File: config.mk
export PLATFORM = sky130hd
export DESIGN_NAME = sensor_command_packet_framer
export DESIGN_NICKNAME = d
export VERILOG_FILES = /design/src/sv/scpf_pkg.sv /design/src/sv/scpf_front.sv /design/src/sv/scpf_seq.sv /design/src/sv/sensor_command_packet_framer.sv
export SDC_FILE = /design/constraint.sdc
export NUM_CORES = 1
export LEC_CHECK = 0
export ABC_AREA = 1
export BUFFER_PORTS_ARGS = -buffer_cell sky130_fd_sc_hd__buf_2
export CAP_MARGIN = 20
export CORE_ASPECT_RATIO = 1.1
export CORE_MARGIN = 2
export CORE_UTILIZATION = 40
export CTS_CLUSTER_DIAMETER = 40
export DETAILED_ROUTE_END_ITERATION = 8
export GPL_TIMING_DRIVEN = 0
export PLACE_DENSITY_LB_ADDON = 0.15
export SLEW_MARGIN = 25
export SYNTH_ARGS = -nofsm -noshare
export SYNTH_HDL_FRONTEND = slang
export SYNTH_SLANG_ARGS = --single-unit
File: constraint.sdc
create_clock -name clk_i -period 2.7 [get_ports clk_i]
set_input_delay 0.405 -clock clk_i [delete_from_list [all_inputs] [get_ports clk_i]]
set_output_delay 0.405 -clock clk_i [all_outputs]
set_load 0.03 [all_outputs]
File: src/sv/scpf_pkg.sv
// ----------------------------------------------------------------------------
// scpf_pkg
// Shared types and constants for the sensor command packet framer.
// ----------------------------------------------------------------------------
package scpf_pkg;

  localparam int unsigned MAX_PAYLOAD = 64;
  localparam int unsigned WIRE_EXTRA  = 2;

  localparam logic [15:0] WAKE_CODE_RST = 16'hEF01;
  localparam logic [31:0] DEV_ADDR_RST  = 32'hFFFF_FFFF;

  // config register index
  localparam logic CFG_WAKE_CODE = 1'b0;
  localparam logic CFG_DEV_ADDR  = 1'b1;

  // byte position inside one request's burst
  typedef enum logic [3:0] {
    POS_START_HI = 4'd0,
    POS_START_LO = 4'd1,
    POS_ADDR_3   = 4'd2,
    POS_ADDR_2   = 4'd3,
    POS_ADDR_1   = 4'd4,
    POS_ADDR_0   = 4'd5,
    POS_TYPE     = 4'd6,
    POS_LEN_HI   = 4'd7,
    POS_LEN_LO   = 4'd8,
    POS_DATA     = 4'd9,
    POS_SUM_HI   = 4'd10,
    POS_SUM_LO   = 4'd11
  } pos_e;

  // everything the sequencer needs to emit one request's bytes
  typedef struct packed {
    logic        hdr;
    logic        fin;
    logic [15:0] wake_code;
    logic [31:0] dev_addr;
    logic [7:0]  ptype;
    logic [15:0] wire_len;
    logic [7:0]  data;
    logic [15:0] sum;
  } job_t;

endpackage

File: src/sv/scpf_front.sv
// ----------------------------------------------------------------------------
// scpf_front
// Config registers, packet state and checksum; builds the burst descriptor.
// ----------------------------------------------------------------------------
module scpf_front (
  input  logic                clk_i,
  input  logic                rst_ni,
  input  logic                cfg_we_i,
  input  logic                cfg_idx_i,
  input  logic [31:0]         cfg_wdata_i,
  input  logic                accept_i,
  input  logic [7:0]          packet_type_i,
  input  logic [6:0]          payload_length_i,
  input  logic [7:0]          data_byte_i,
  input  logic                first_byte_i,
  input  logic                final_byte_i,
  output scpf_pkg::job_t      job_o,
  output logic                job_en_o
);
  import scpf_pkg::*;

  logic [15:0] wake_code_q;
  logic [31:0] dev_addr_q;
  logic [15:0] sum_q, sum_d;
  logic        in_pkt_q, in_pkt_d;
  logic [15:0] plen_c;
  logic [15:0] wire_len;
  logic [15:0] base_sum;

  always_ff @(posedge clk_i or negedge rst_ni) begin
    if (!rst_ni) begin
      wake_code_q <= WAKE_CODE_RST;
      dev_addr_q  <= DEV_ADDR_RST;
    end else if (cfg_we_i) begin
      case (cfg_idx_i)
        CFG_WAKE_CODE: wake_code_q <= cfg_wdata_i[15:0];
        CFG_DEV_ADDR:  dev_addr_q  <= cfg_wdata_i;
        default:       wake_code_q <= wake_code_q;
      endcase
    end
  end

  always_comb begin
    plen_c   = (32'(payload_length_i) > MAX_PAYLOAD) ? 16'(MAX_PAYLOAD)
                                                     : 16'(payload_length_i);
    wire_len = 16'(plen_c + 16'(WIRE_EXTRA));
    base_sum = first_byte_i ? 16'({8'h00, wire_len[15:8]} + {8'h00, wire_len[7:0]}
                                  + {8'h00, packet_type_i})
                            : sum_q;
    sum_d    = 16'(base_sum + {8'h00, data_byte_i});
    // stray bytes outside a packet are dropped
    job_en_o = first_byte_i || in_pkt_q;
    in_pkt_d = job_en_o && !final_byte_i;
  end

  always_ff @(posedge clk_i or negedge rst_ni) begin
    if (!rst_ni) begin
      sum_q    <= '0;
      in_pkt_q <= 1'b0;
    end else if (accept_i && job_en_o) begin
      sum_q    <= sum_d;
      in_pkt_q <= in_pkt_d;
    end
  end

  always_comb begin
    job_o.hdr       = first_byte_i;
    job_o.fin       = final_byte_i;
    job_o.wake_code = wake_code_q;
    job_o.dev_addr  = dev_addr_q;
    job_o.ptype     = packet_type_i;
    job_o.wire_len  = wire_len;
    job_o.data      = data_byte_i;
    job_o.sum       = sum_d;
  end

endmodule

File: src/sv/scpf_seq.sv
// ----------------------------------------------------------------------------
// scpf_seq
// Burst register and byte sequencer feeding the output register.
// ----------------------------------------------------------------------------
module scpf_seq (
  input  logic           clk_i,
  input  logic           rst_ni,
  input  logic           accept_i,
  input  logic           job_en_i,
  input  scpf_pkg::job_t job_i,
  output logic           ready_o,
  output logic           out_valid_o,
  input  logic           out_ready_i,
  output logic [7:0]     tx_byte_o,
  output logic           end_of_packet_o
);
  import scpf_pkg::*;

  job_t        job_q;
  logic        job_vld_q, job_vld_d;
  pos_e        pos_q, pos_d;
  logic        out_vld_q, out_vld_d;
  logic [7:0]  tx_q, tx_d;
  logic        eop_q, eop_d;
  logic        load;
  logic        at_last;

  assign load    = job_vld_q && (!out_vld_q || out_ready_i);
  assign at_last = job_q.fin ? (pos_q == POS_SUM_LO) : (pos_q == POS_DATA);
  assign ready_o = !job_vld_q || (load && at_last);

  // byte select for current position
  always_comb begin
    case (pos_q)
      POS_START_HI: tx_d = job_q.wake_code[15:8];
      POS_START_LO: tx_d = job_q.wake_code[7:0];
      POS_ADDR_3:   tx_d = job_q.dev_addr[31:24];
      POS_ADDR_2:   tx_d = job_q.dev_addr[23:16];
      POS_ADDR_1:   tx_d = job_q.dev_addr[15:8];
      POS_ADDR_0:   tx_d = job_q.dev_addr[7:0];
      POS_TYPE:     tx_d = job_q.ptype;
      POS_LEN_HI:   tx_d = job_q.wire_len[15:8];
      POS_LEN_LO:   tx_d = job_q.wire_len[7:0];
      POS_DATA:     tx_d = job_q.data;
      POS_SUM_HI:   tx_d = job_q.sum[15:8];
      POS_SUM_LO:   tx_d = job_q.sum[7:0];
      default:      tx_d = job_q.data;
    endcase
    eop_d = (pos_q == POS_SUM_LO);
  end

  always_comb begin
    job_vld_d = job_vld_q;
    pos_d     = pos_q;
    out_vld_d = out_vld_q;
    if (out_ready_i) begin
      out_vld_d = 1'b0;
    end
    if (load) begin
      out_vld_d = 1'b1;
      pos_d     = pos_e'(4'(pos_q) + 4'd1);
      if (at_last) begin
        job_vld_d = 1'b0;
      end
    end
    if (accept_i && job_en_i) begin
      job_vld_d = 1'b1;
      pos_d     = job_i.hdr ? POS_START_HI : POS_DATA;
    end
  end

  always_ff @(posedge clk_i or negedge rst_ni) begin
    if (!rst_ni) begin
      job_vld_q <= 1'b0;
      out_vld_q <= 1'b0;
      pos_q     <= POS_DATA;
    end else begin
      job_vld_q <= job_vld_d;
      out_vld_q <= out_vld_d;
      pos_q     <= pos_d;
    end
  end

  always_ff @(posedge clk_i) begin
    if (accept_i && job_en_i) begin
      job_q <= job_i;
    end
    if (load) begin
      tx_q  <= tx_d;
      eop_q <= eop_d;
    end
  end

  assign out_valid_o     = out_vld_q;
  assign tx_byte_o       = tx_q;
  assign end_of_packet_o = eop_q;

`ifndef SYNTH
  a_eop_on_sum_lo: assert property (@(posedge clk_i) disable iff (!rst_ni)
    (load && pos_q == POS_SUM_LO) |=> (out_vld_q && eop_q))
    else $error("low checksum byte not flagged as end of packet");

  a_pos_range: assert property (@(posedge clk_i) disable iff (!rst_ni)
    job_vld_q |-> (pos_q != 4'd12 && pos_q != 4'd13 && pos_q != 4'd14
                   && pos_q != 4'd15))
    else $error("sequencer position out of range");

  a_no_sum_without_fin: assert property (@(posedge clk_i) disable iff (!rst_ni)
    (job_vld_q && !job_q.fin) |-> (pos_q != POS_SUM_HI && pos_q != POS_SUM_LO))
    else $error("checksum emitted for a non-final byte");

  a_idle_ready: assert property (@(posedge clk_i) disable iff (!rst_ni)
    !job_vld_q |-> ready_o)
    else $error("input stalled with no burst pending");
`endif

endmodule

File: src/sv/sensor_command_packet_framer.sv
// ----------------------------------------------------------------------------
// sensor_command_packet_framer
// Length-prefixed command packet framer with 16-bit additive checksum.
// ----------------------------------------------------------------------------
// Path: a request is captured in the burst register, and its first byte moves
//   into the output register once that register is free.
// Throughput: one request per cycle for middle payload bytes while the output
//   is not stalled; a first byte expands to 10 output bytes, a final byte to 3,
//   a single-byte packet to 12, sent by the one-byte-per-cycle output register.
// Reset (async, active low) clears packet state, checksum and all valids;
//   config registers return to start code 0xEF01 and address 0xFFFFFFFF.
// ----------------------------------------------------------------------------
module sensor_command_packet_framer (
  input  logic        clk_i,
  input  logic        rst_ni,
  // config write port
  input  logic        cfg_we_i,
  input  logic        cfg_idx_i,
  input  logic [31:0] cfg_wdata_i,
  // input request channel
  input  logic        in_valid_i,
  output logic        in_ready_o,
  input  logic [7:0]  packet_type_i,
  input  logic [6:0]  payload_length_i,
  input  logic [7:0]  data_byte_i,
  input  logic        first_byte_i,
  input  logic        final_byte_i,
  // output byte channel
  output logic        out_valid_o,
  input  logic        out_ready_i,
  output logic [7:0]  tx_byte_o,
  output logic        end_of_packet_o
);
  import scpf_pkg::*;

  logic accept;
  job_t job;
  logic job_en;

  // a request is taken whenever the burst register is free or its last byte is moving out
  assign accept = in_valid_i && in_ready_o;

  // front end: config, running checksum, open-packet flag
  scpf_front u_front (
    .clk_i            (clk_i),
    .rst_ni           (rst_ni),
    .cfg_we_i         (cfg_we_i),
    .cfg_idx_i        (cfg_idx_i),
    .cfg_wdata_i      (cfg_wdata_i),
    .accept_i         (accept),
    .packet_type_i    (packet_type_i),
    .payload_length_i (payload_length_i),
    .data_byte_i      (data_byte_i),
    .first_byte_i     (first_byte_i),
    .final_byte_i     (final_byte_i),
    .job_o            (job),
    .job_en_o         (job_en)
  );

  // back end: walks header / data / checksum bytes into the output register
  scpf_seq u_seq (
    .clk_i           (clk_i),
    .rst_ni          (rst_ni),
    .accept_i        (accept),
    .job_en_i        (job_en),
    .job_i           (job),
    .ready_o         (in_ready_o),
    .out_valid_o     (out_valid_o),
    .out_ready_i     (out_ready_i),
    .tx_byte_o       (tx_byte_o),
    .end_of_packet_o (end_of_packet_o)
  );

endmodule
# [Yosys cells after proc, flatten, opt, wreduce, memory -nomap -nowiden]
# Index checks and enable logic that the tools add are counted.
[op_classes] reduce_logical=18 add_sub_neg=5 n_bitwise=1 n_mux=12 order_cmp=1 eq_ne=11
[ops] cell="8-bit one-hot mux with 11 select lines" n=1
[ops] cell="16-bit by 8-bit adder with 16-bit output" n=2
[ops] cell="16-bit by 2-bit adder with 16-bit output (second input constant)" n=1
[ops] cell="4-bit by 3-bit equality test with 1-bit output (second input constant)" n=4
[ops] cell="4-bit equality test (second input constant)" n=4
[ops] cell="16-bit 2-to-1 mux" n=1
[ops] cell="4-bit 2-to-1 mux" n=3
[ops] cell="8-bit by 8-bit adder with 9-bit output" n=1
[ops] cell="4-bit by 2-bit equality test with 1-bit output (second input constant)" n=2
[ops] cell="7-bit greater-than comparator (second input constant)" n=1
[ops] cell="7-bit 2-to-1 mux" n=1
[ops] cell="1-bit 2-to-1 mux" n=6
[ops] cell="2-bit AND reduction" n=3
[ops] cell="2-bit nonzero test" n=3
[ops] cell="1-bit logical AND" n=5
[ops] cell="4-bit by 1-bit adder with 4-bit output (second input constant)" n=1
[ops] cell="4-bit by 1-bit equality test with 1-bit output (second input constant)" n=1
[ops] cell="4-bit logical NOT" n=1
[ops] cell="1-bit logical NOT" n=3
[ops] cell="1-bit logical OR" n=3
[ops] cell="1-bit NOT" n=1
[totals] inputBits=63 out_inout_bits=11 ff_bits=177 wordCells=64

# [Longest topological paths before layout]
# Gate-level depths: netlist of run 1.
[logic_depth] depth_word=9 depth_mapped=28 mapped_depth_nobuf=28

# [Cells and area by module]
# Synthesis of run 1 repeated with hierarchy kept, for this count alone.
[unflattened] cells_unflattened=828 area_unflattened_um2=8415.6
[modules_own_cells] module="scpf_seq" cells_each=367 seq_area_each_um2=3335.7 area_each_um2=4534.3 instances=1
[modules_own_cells] module="scpf_front" cells_each=459 seq_area_each_um2=1676.6 area_each_um2=3873.7 instances=1
[modules_own_cells] module="sensor_command_packet_framer" cells_each=2 seq_area_each_um2=0.0 area_each_um2=7.5 instances=1

# [Worst setup path before layout of run 1]
# Ideal clock, no wire load.
[synth_timing] path_kind="input-to-reg" start="in payload_length_i[5]" end="reg u_seq.job_q[11] (netlist name), data pin" arrival_time_ns=3.305 path_stages=27 required_time_ns=2.445 path_buffers=0 setup_time_ns=0.255 setup_slack_ns=-0.860 path_cell_list="nor2_1 > nand4_1 > nand2_1 > inv_1 > nor2_1 > ha_1 > xnor2_1 > inv_1 > ha_1 > nand2_1 > nand2_1 > nor2_1 > inv_1 > a21oi_1 > xor2_1 > o21ai_0 > ha_1 > nand2_1 > nor2_1 > nand2_1 > nand2_1 > nand2_1 > nand2_1 > nand2_1 > nor2_2 > nand2_1 > and2_1"
[synth_lines] element="start: declaration" line_no="sensor_command_packet_framer.sv:24" text="input logic [6:0] payload_length_i,"
[synth_lines] element="end signal: assignment" line_no="scpf_seq.sv:86" text="job_q <= job_i;"
[synth_lines] element="end: declaration" line_no="scpf_seq.sv:19" text="job_t job_q;"

==> results.md, run 1 <==
* Run status: finished, violations left
* Failing checks: negative setup slack
* Post-synthesis sequential area ratio at 0.618
* Worst-margin pin slew at about 0.77 ns
* Final Skew at about 0.0091 ns
* Met1 wire length at about 8.4 mm
* DR pass1 iterations at 4
* Syn Std Cell Area at 7720 um^2
* Leakage at approximately 4.1 nW
* RSZ-0062 raised after global routing: yes
* Critical path data required time at just under 3 ns
* CP Capture Type: register
* RR Endpoint: u_seq.job_q[87]$_DFFE_PP_
* Port buffer count at a little over 70
* Total GRT Usage at 0.195
* Util after Layout at 0.508
* Top Ports at between 70 and 80
* Slew Viols, Final at 0
* Number of global-route vias before repair at 5,389
* Area contributors post-synth: edfxtp_1 38%, dfstp_2 14%, nand2_1 9.5%, dfrtp_1 9.4%, ha_1 3.9%
* Starting density of the core at 0.406
* DR iter-0 viols at ~320
* CP most frequent cell: nand2_2
* Cts bufs inserted at 17
* Critical Path Source Type: input port
* CTS tree: built
* Pin count of the biggest net entering global routing at 99
* Core Footprint at between 15,000 and 20,000 um^2
* Fin worst setup slack at -0.590 ns
* Non-filler instance count after layout at approximately 1,100
* Synth Instances at 719
* Final setup fails at 24
* Worst Hold End: u_seq.job_q[46]$_DFFE_PP_
* HP Start: packet_type_i[6]
* Final instance area at ~9700 um^2
* Worst Hold Class: in -> reg
* Final hold violations at 0
* Min cycle time layout at around 3.3 ns
* Hold Path Depth at 1
* Most numerous cell in the Yosys netlist: nand2_1
* R2R Path Start: u_seq.pos_q[0]$_DFFE_PN1P_
* Reg2reg path depth at 9
* Post-detail-place hpwl at ~14 mm
* Total power at about 9.1 mW
* Met3 wire length at just under 700 um
* Clk sinks at around 170
* Yosys reg bits at between 150 and 200
* DP Cell Count at 1,040
* Worst EP arrival at around 3.5 ns
* Die height at around 150 um
* Crit path max fanout at 4
* Yosys top cell area share at 0.381
* Crit-path slowest cell: ha_1
* Number of synthesized flops with an enable pin at 98
* Worst VDD drop at around 0.00053 V
* Relative slew margins at 0.483
* Period utilisation layout at 1.22
* DR DRC count at 0
* Syn Area/Cell at about 11 um^2
* Unique masters post-synth at 45
* CTS Buffer Depth at 2
* Syn-to-layout area delta at 25.2%
* Nets at 932
* Post-place instance area at between 8000 and 9000 um^2
* Worst-path clk slew at 0.07 ns
* ANT cells at 0
* Routed vias at between 5,000 and 6,000
* Max capacitance violation total at 0
* Post-synth top cells: 196 x nand2_1, 98 x edfxtp_1, 73 x inv_1, 46 x nand3_1, 44 x o21ai_0
* Pwr/cell area at between 900 and 1000 nW/um^2
* Row cnt at 53
* Routed wire per std cell at 17.2 um
* Synth area leader: edfxtp_1
* Ys async rst share at 0.420
* Total Wirelength at 19.0 mm
* Largest stage delay on the critical path at between 0.3 and 0.4 ns
* Ys Warns at 0
* Share of cells above drive strength 1 at 0.348
* R2r setup slk at about 0.090 ns
* Die area at just over 20,000 um^2
* Skew-Pair Late Insertion Delay at about 0.43 ns
* First-pass GRT wire length at slightly below 30 mm
* Die X-Extent at ~140 um
* Vias per inst at 4.93
* F_max at between 300 and 400 MHz
* Max layer used: met4
* Post-DRT Antenna Nets at 0
* Clk root buf: clkbuf_16
* Met2 routed WL at 9.40 mm
* Pre-CTS setup slack at -1.39 ns
* Routability cong. at approximately 0.87
* Total gr overflow at 0
* Main synth FF type: edfxtp_1
* H-tree levels at 4
* Setup Crit Path Kind: in -> reg
* Initial antenna violation count at 0
-- worst max path at each step --
stage,to,cells after the start,start
floorplan,u_seq.job_q[13]$_DFFE_PP_,28,payload_length_i[5]
global placement,u_seq.job_q[13]$_DFFE_PP_,27,payload_length_i[5]
detailed placement,u_seq.job_q[15]$_DFFE_PP_,25,payload_length_i[6]
CTS,u_seq.job_q[15]$_DFFE_PP_,29,payload_length_i[1]
global route,u_seq.job_q[15]$_DFFE_PP_,29,payload_length_i[1]
finish,u_seq.job_q[11]$_DFFE_PP_,26,payload_length_i[1]
-- report_power, final --
| part | switching [mW] | internal (mW) |
|---|---|---|
| clock network | 1.11 | 1.37 |
| logic | 1.85 | 0.979 |
| registers | 0.245 | 3.56 |
-- registers in the layout, summed over array words and instances, names as in the netlist, 4 cells and up --
| signal | flops |
|---|---|
| u_seq.job_q | 89 |
| u_front.dev_addr_q | 32 |
| u_front.sum_q | 16 |
| u_front.wake_code_q | 16 |
| u_seq.tx_byte_o | 8 |
| u_seq.pos_q | 4 |
-- per-stage QoR --
stage / hold WS [ns] / setup TNS, ns
after floorplan: 0.109 / -9.74
after global placement: 0.436 / -23.15
after detailed placement: 0.400 / -24.36
after CTS: 0.151 / -11.38
after global routing: 0.158 / -14.70
final: 0.172 / -9.92
-- cell type report --
class | instances | area (um^2)
Clock inverter | 14 | 151
Tap cell | 247 | 309
Timing Repair Buffer | 104 | 669
Buffer | 21 | 150
Sequential cell | 169 | 4770
Multi-Input combinational cell | 452 | 2870
Clock buffer | 18 | 450
Fill cell | 1690 | 9370
Inverter | 78 | 298
-- placed cells by master (no fill, tap or decap), types with 3 or more instances in the layout --
master / netlist / layout
inv_8: 0 / 5
nor2_2: 4 / 6
xor2_1: 13 / 8
nor2_4: 1 / 7
xor2_2: 0 / 4
edfxtp_1: 98 / 98
nand2_1: 196 / 174
nor2_1: 28 / 20
inv_2: 3 / 12
o21ai_1: 3 / 6
inv_1: 73 / 64
ha_1: 24 / 15
xnor2_2: 0 / 3
o21ai_0: 44 / 41
nor3_1: 9 / 9
nand4_1: 17 / 17
clkbuf_16: 0 / 18
clkbuf_1: 10 / 10
ha_4: 0 / 7
a32o_1: 4 / 4
inv_6: 1 / 5
o22ai_1: 3 / 3
nand3_2: 5 / 10
a21oi_2: 0 / 5
mux2_2: 16 / 16
nand3_1: 46 / 40
buf_2: 4 / 71
buf_6: 3 / 10
buf_4: 1 / 27
a21oi_1: 10 / 5
o21ai_2: 5 / 5
nand2_4: 0 / 4
dfstp_2: 42 / 42
dfrtp_1: 29 / 29
nand2_2: 1 / 19
-- per-layer routing --
layer	GRT usage	vias to the layer above
met4	0.0818	0
met1	0.256	2622
met3	0.0383	29
met5	0	-
li1	-	2659
met2	0.314	132
-- kinds of logic after synthesis --
group | Yosys count | synth area share
simple gates | 314 | 0.176
flops | 169 | 0.618
compound gates | 77 | 0.0614
xor+xnor | 17 | 0.0193
mux | 16 | 0.0233
other cells | 1 | 0.000486
fa+ha+maj | 26 | 0.0441
buf+inv | 99 | 0.0570
-- critical path: cells and delay by family --
family | cells | cell delay (ns)
AO/OA/AOI/OAI | 3 | 0.37
adder cells (fa/ha/maj) | 3 | 0.80
AND/OR/NAND/NOR | 17 | 1.51
XOR/XNOR | 1 | 0.21
buffers and inverters | 2 | 0.15
-- what timing repair did --
| item | 4_1_cts | 5_1_grt |
|---|---|---|
| endpoints found under the hold margin | 14 | 0 |
| pin swaps | 36 | 40 |
| setup endpoints to repair | 24 | 80 |
| gates resized for setup | 38 | 38 |
| hold buffers | 1 | 0 |
| buffers inserted | 22 | 8 |
(Power assumes the default switching activity.)
==> run 2: changes to the inputs <==
- ABC_AREA: 1 -> 0
==> run 2 against run 1 <==
The flow still finishes with violations (negative setup slack). Sequential power hardly changed. Area after synthesis is 1.7% lower. Sequential share of layout area is 0.44 points lower. Combinational power is 26% higher. Setup slack worse by 0.18 ns. Largest cell class unchanged. Highest routed layer unchanged.
==> results.md, run 2 <==
* Final setup fails at 22
* Ys Warns at 0
* Cts bufs inserted at 17
* Max capacitance violation total at 0
* Core Footprint at ~18,000 um^2
* First-pass GRT wire length at about 30 mm
* CP bufs+invs at 2
* Total gr overflow at 0
* Leakage at around 3.8 nW
* Sequential share of power at 0.391
* Total Wirelength at between 15 and 20 mm
* Int Power at 6.30 mW
* Yosys top cell area share at 0.388
* Setup Crit Path Kind: in -> reg
* Worst-path clk slew at 0.07 ns
* Ys async rst share at 0.420
* Switching power total at 3.43 mW
* Row cnt at 52
* Synth area leader: edfxtp_1
* F_max at 288 MHz
* CP Capture Type: register
* Syn Std Cell Area at 7590 um^2
* Worst-margin pin slew at between 0.8 and 0.9 ns
* Number of global-route vias before repair at approximately 5,300
* H-tree levels at 4
* Worst VDD drop at 0.000556 V
* Crit path max fanout at 4
* Pwr/cell area at 997 nW/um^2
* Worst path cell trace: buf_8 -> nand2b_4 -> inv_2 -> ha_4 -> nand3_4 -> xor2_4 -> nor2_4 -> ha_4 -> a21o_1 -> a31oi_2 -> xnor2_1 -> mux2_4 -> ha_4 -> o21ai_2 -> nand2b_1 -> a31oi_4 -> or3b_4 -> xor2_1 -> nor2_1
* Critical Path Source Type: input port
* ANT cells at 0
* Main synth FF type: edfxtp_1
* Yosys reg bits at around 170
* Slew Viols, Final at 0
* Power share of the clock group at 0.242
* Total power at a little under 10 mW
* Die X-Extent at roughly 140 um
* Reg with most FFs: u_seq.job_q
* Nets at about 770
* Routed wire per std cell at between 20 and 25 um
* FILL cells at 1,606
* Largest stage delay on the critical path at between 0.4 and 0.5 ns
* Synth Instances at between 500 and 600
* Routability cong. at 0.869
* Comb pwr share at 0.367
* Number of synthesized flops with an enable pin at slightly below 100
* Total GRT Usage at 0.204
* RSZ-0062 raised after global routing: yes
* DR pass1 iterations at 5
* Area contributors post-synth: edfxtp_1 39%, dfstp_2 15%, mux2_2 9.6%, dfrtp_1 9.6%, ha_1 4.0%
* Pin count of the biggest net entering global routing at 51
* Unique masters post-synth at 63
* Relative slew margins at 0.415
* Largest register FFs at 89
* Sw Share at 0.353
* Hold Path Depth at 2
* WP depth at 19
* Post-detail-place hpwl at about 13 mm
* Clk sinks at ~170
* Most common cell after layout, fill and taps aside: edfxtp_1
* Die height at 148 um
* Initial antenna violation count at 0
* DR DRC count at 0
* Commonest non-fill, non-tap cells in the layout: 98 x edfxtp_1, 73 x buf_2, 61 x mux2_2, 50 x nand2_1, 42 x dfstp_2
* Largest regs: u_seq.job_q (89), u_front.dev_addr_q (32)
* Critical path's top delay family: simple AND/OR/NAND/NOR gates
* Min cycle time layout at 3.47 ns
* DR iter-0 viols at 339
* Fin worst setup slack at -0.773 ns
* Run status: finished, violations left
* Worst EP arrival at 3.63 ns
* Final Skew at about 0.0098 ns
* Post-synthesis sequential area ratio at 0.629
* CP most frequent cell: ha_4
* Period utilisation layout at 1.29
* Critical path data required time at around 2.9 ns
* Most numerous cell in the Yosys netlist: edfxtp_1
* Vias per inst at 5.41
* Final hold violations at 0
* Skew-Pair Late Insertion Delay at 0.43 ns
* Post-DRT Antenna Nets at 0
* Reg2reg path depth at 11
* Failing checks: negative setup slack
* Crit-path slowest cell: or3b_4
* Syn-to-layout area delta at 28.5%
* Syn Area/Cell at about 14 um^2
* Die area at 20,100 um^2
* Post-synth top cells: 98 x edfxtp_1, 65 x mux2_2, 52 x nand2_1, 42 x dfstp_2
* Worst hold slack at around 0.17 ns
* Clk root buf: clkbuf_16
* Share of cells above drive strength 1 at 0.461
* Port buffer count at ~70
* CTS Buffer Depth at 2
* Routed vias at 5,055
* Worst Hold Class: in -> reg
* Starting density of the core at 0.411
* Top Ports at 74
* CTS tree: built
[run 2: worst reg2reg max path: cells and delay by family, from the launching register on]
kind	cells	cell delay (ns)
AO/OA/AOI/OAI	4	0.91
flip-flops	1	0.38
AND/OR/NAND/NOR	2	0.19
multiplexers	1	0.26
adder cells (fa/ha/maj)	2	0.66
buffers and inverters	2	0.26
[run 2: cell type report]
| cell class | count | area (um^2) | share of cell area |
|---|---|---|---|
| clock buffers | 17 | 425 | 0.0436 |
| repair buffers | 109 | 742 | 0.0761 |
| inverters | 11 | 45.0 | 0.00462 |
| flip-flops and latches | 169 | 4770 | 0.489 |
| multi-input cells | 347 | 3200 | 0.328 |
| plain buffers | 24 | 120 | 0.0123 |
| clock inverters | 15 | 143 | 0.0146 |
| well taps | 243 | 304 | 0.0312 |
[run 2: worst paths after layout]
path	slack [ns]	startpoint	to
min reg2reg	0.44	u_front.wake_code_q[5]$_DFFE_PN0P_	u_seq.job_q[85]$_DFFE_PP_
min in group asynchronous	0.43	rst_ni	u_front.sum_q[11]$_DFFE_PN0P_
min	0.17	final_byte_i	u_front.in_pkt_q$_DFFE_PN0P_
max in group asynchronous	1.63	rst_ni	u_front.dev_addr_q[20]$_DFFE_PN1P_
max reg2reg	-0.06	u_front.sum_q[0]$_DFFE_PN0P_	u_front.sum_q[12]$_DFFE_PN0P_
max	-0.77	payload_length_i[6]	u_seq.job_q[14]$_DFFE_PP_
[run 2: kinds of logic after synthesis]
kind of cell,share of synthesized area
multiplexers,0.104
XOR/XNOR,0.0288
AND/OR/NAND/NOR,0.0712
other,0.000494
buffers and inverters,0.0181
adder cells (fa/ha/maj),0.0448
flip-flops,0.629
AO/OA/AOI/OAI,0.104
[run 2: power by group through the flow]
stage	sequential, mW	combinational, mW	clock (mW)
finish	3.80	3.57	2.36
global route	3.86	3.84	2.51
CTS	3.80	3.41	2.40
detailed placement	3.85	2.93	0
global placement	3.83	2.88	0
floorplan	3.89	1.91	0
[run 2: what timing repair did]
item	in CTS	in global routing
pin swaps	28	25
cloned	1	0
gates resized for setup	55	22
endpoints found under the setup margin	119	65
hold endpoints to repair	10	0
setup buffers	27	9
hold buffers	1	0
[run 2: metrics by stage]
stage	cell area (um^2)	std cells	setup WS [ns]	utilization	setup TNS, ns
floorplan	7730	551	-0.817	-	-12.28
global placement	8400	866	-1.49	0.454	-76.06
detailed placement	8430	867	-1.61	0.456	-54.12
CTS	9600	927	-0.690	0.520	-9.76
global route	9750	935	-0.857	0.528	-13.68
finish	9750	935	-0.773	0.528	-11.85
[run 2: routing by layer]
metal	global-route usage	vias to the layer above	share of wire
met2	0.331	157	0.50
li1	-	2319	-
met3	0.0416	30	0.050
met5	0	-	0
met4	0.0807	0	0.025
met1	0.269	2549	0.43
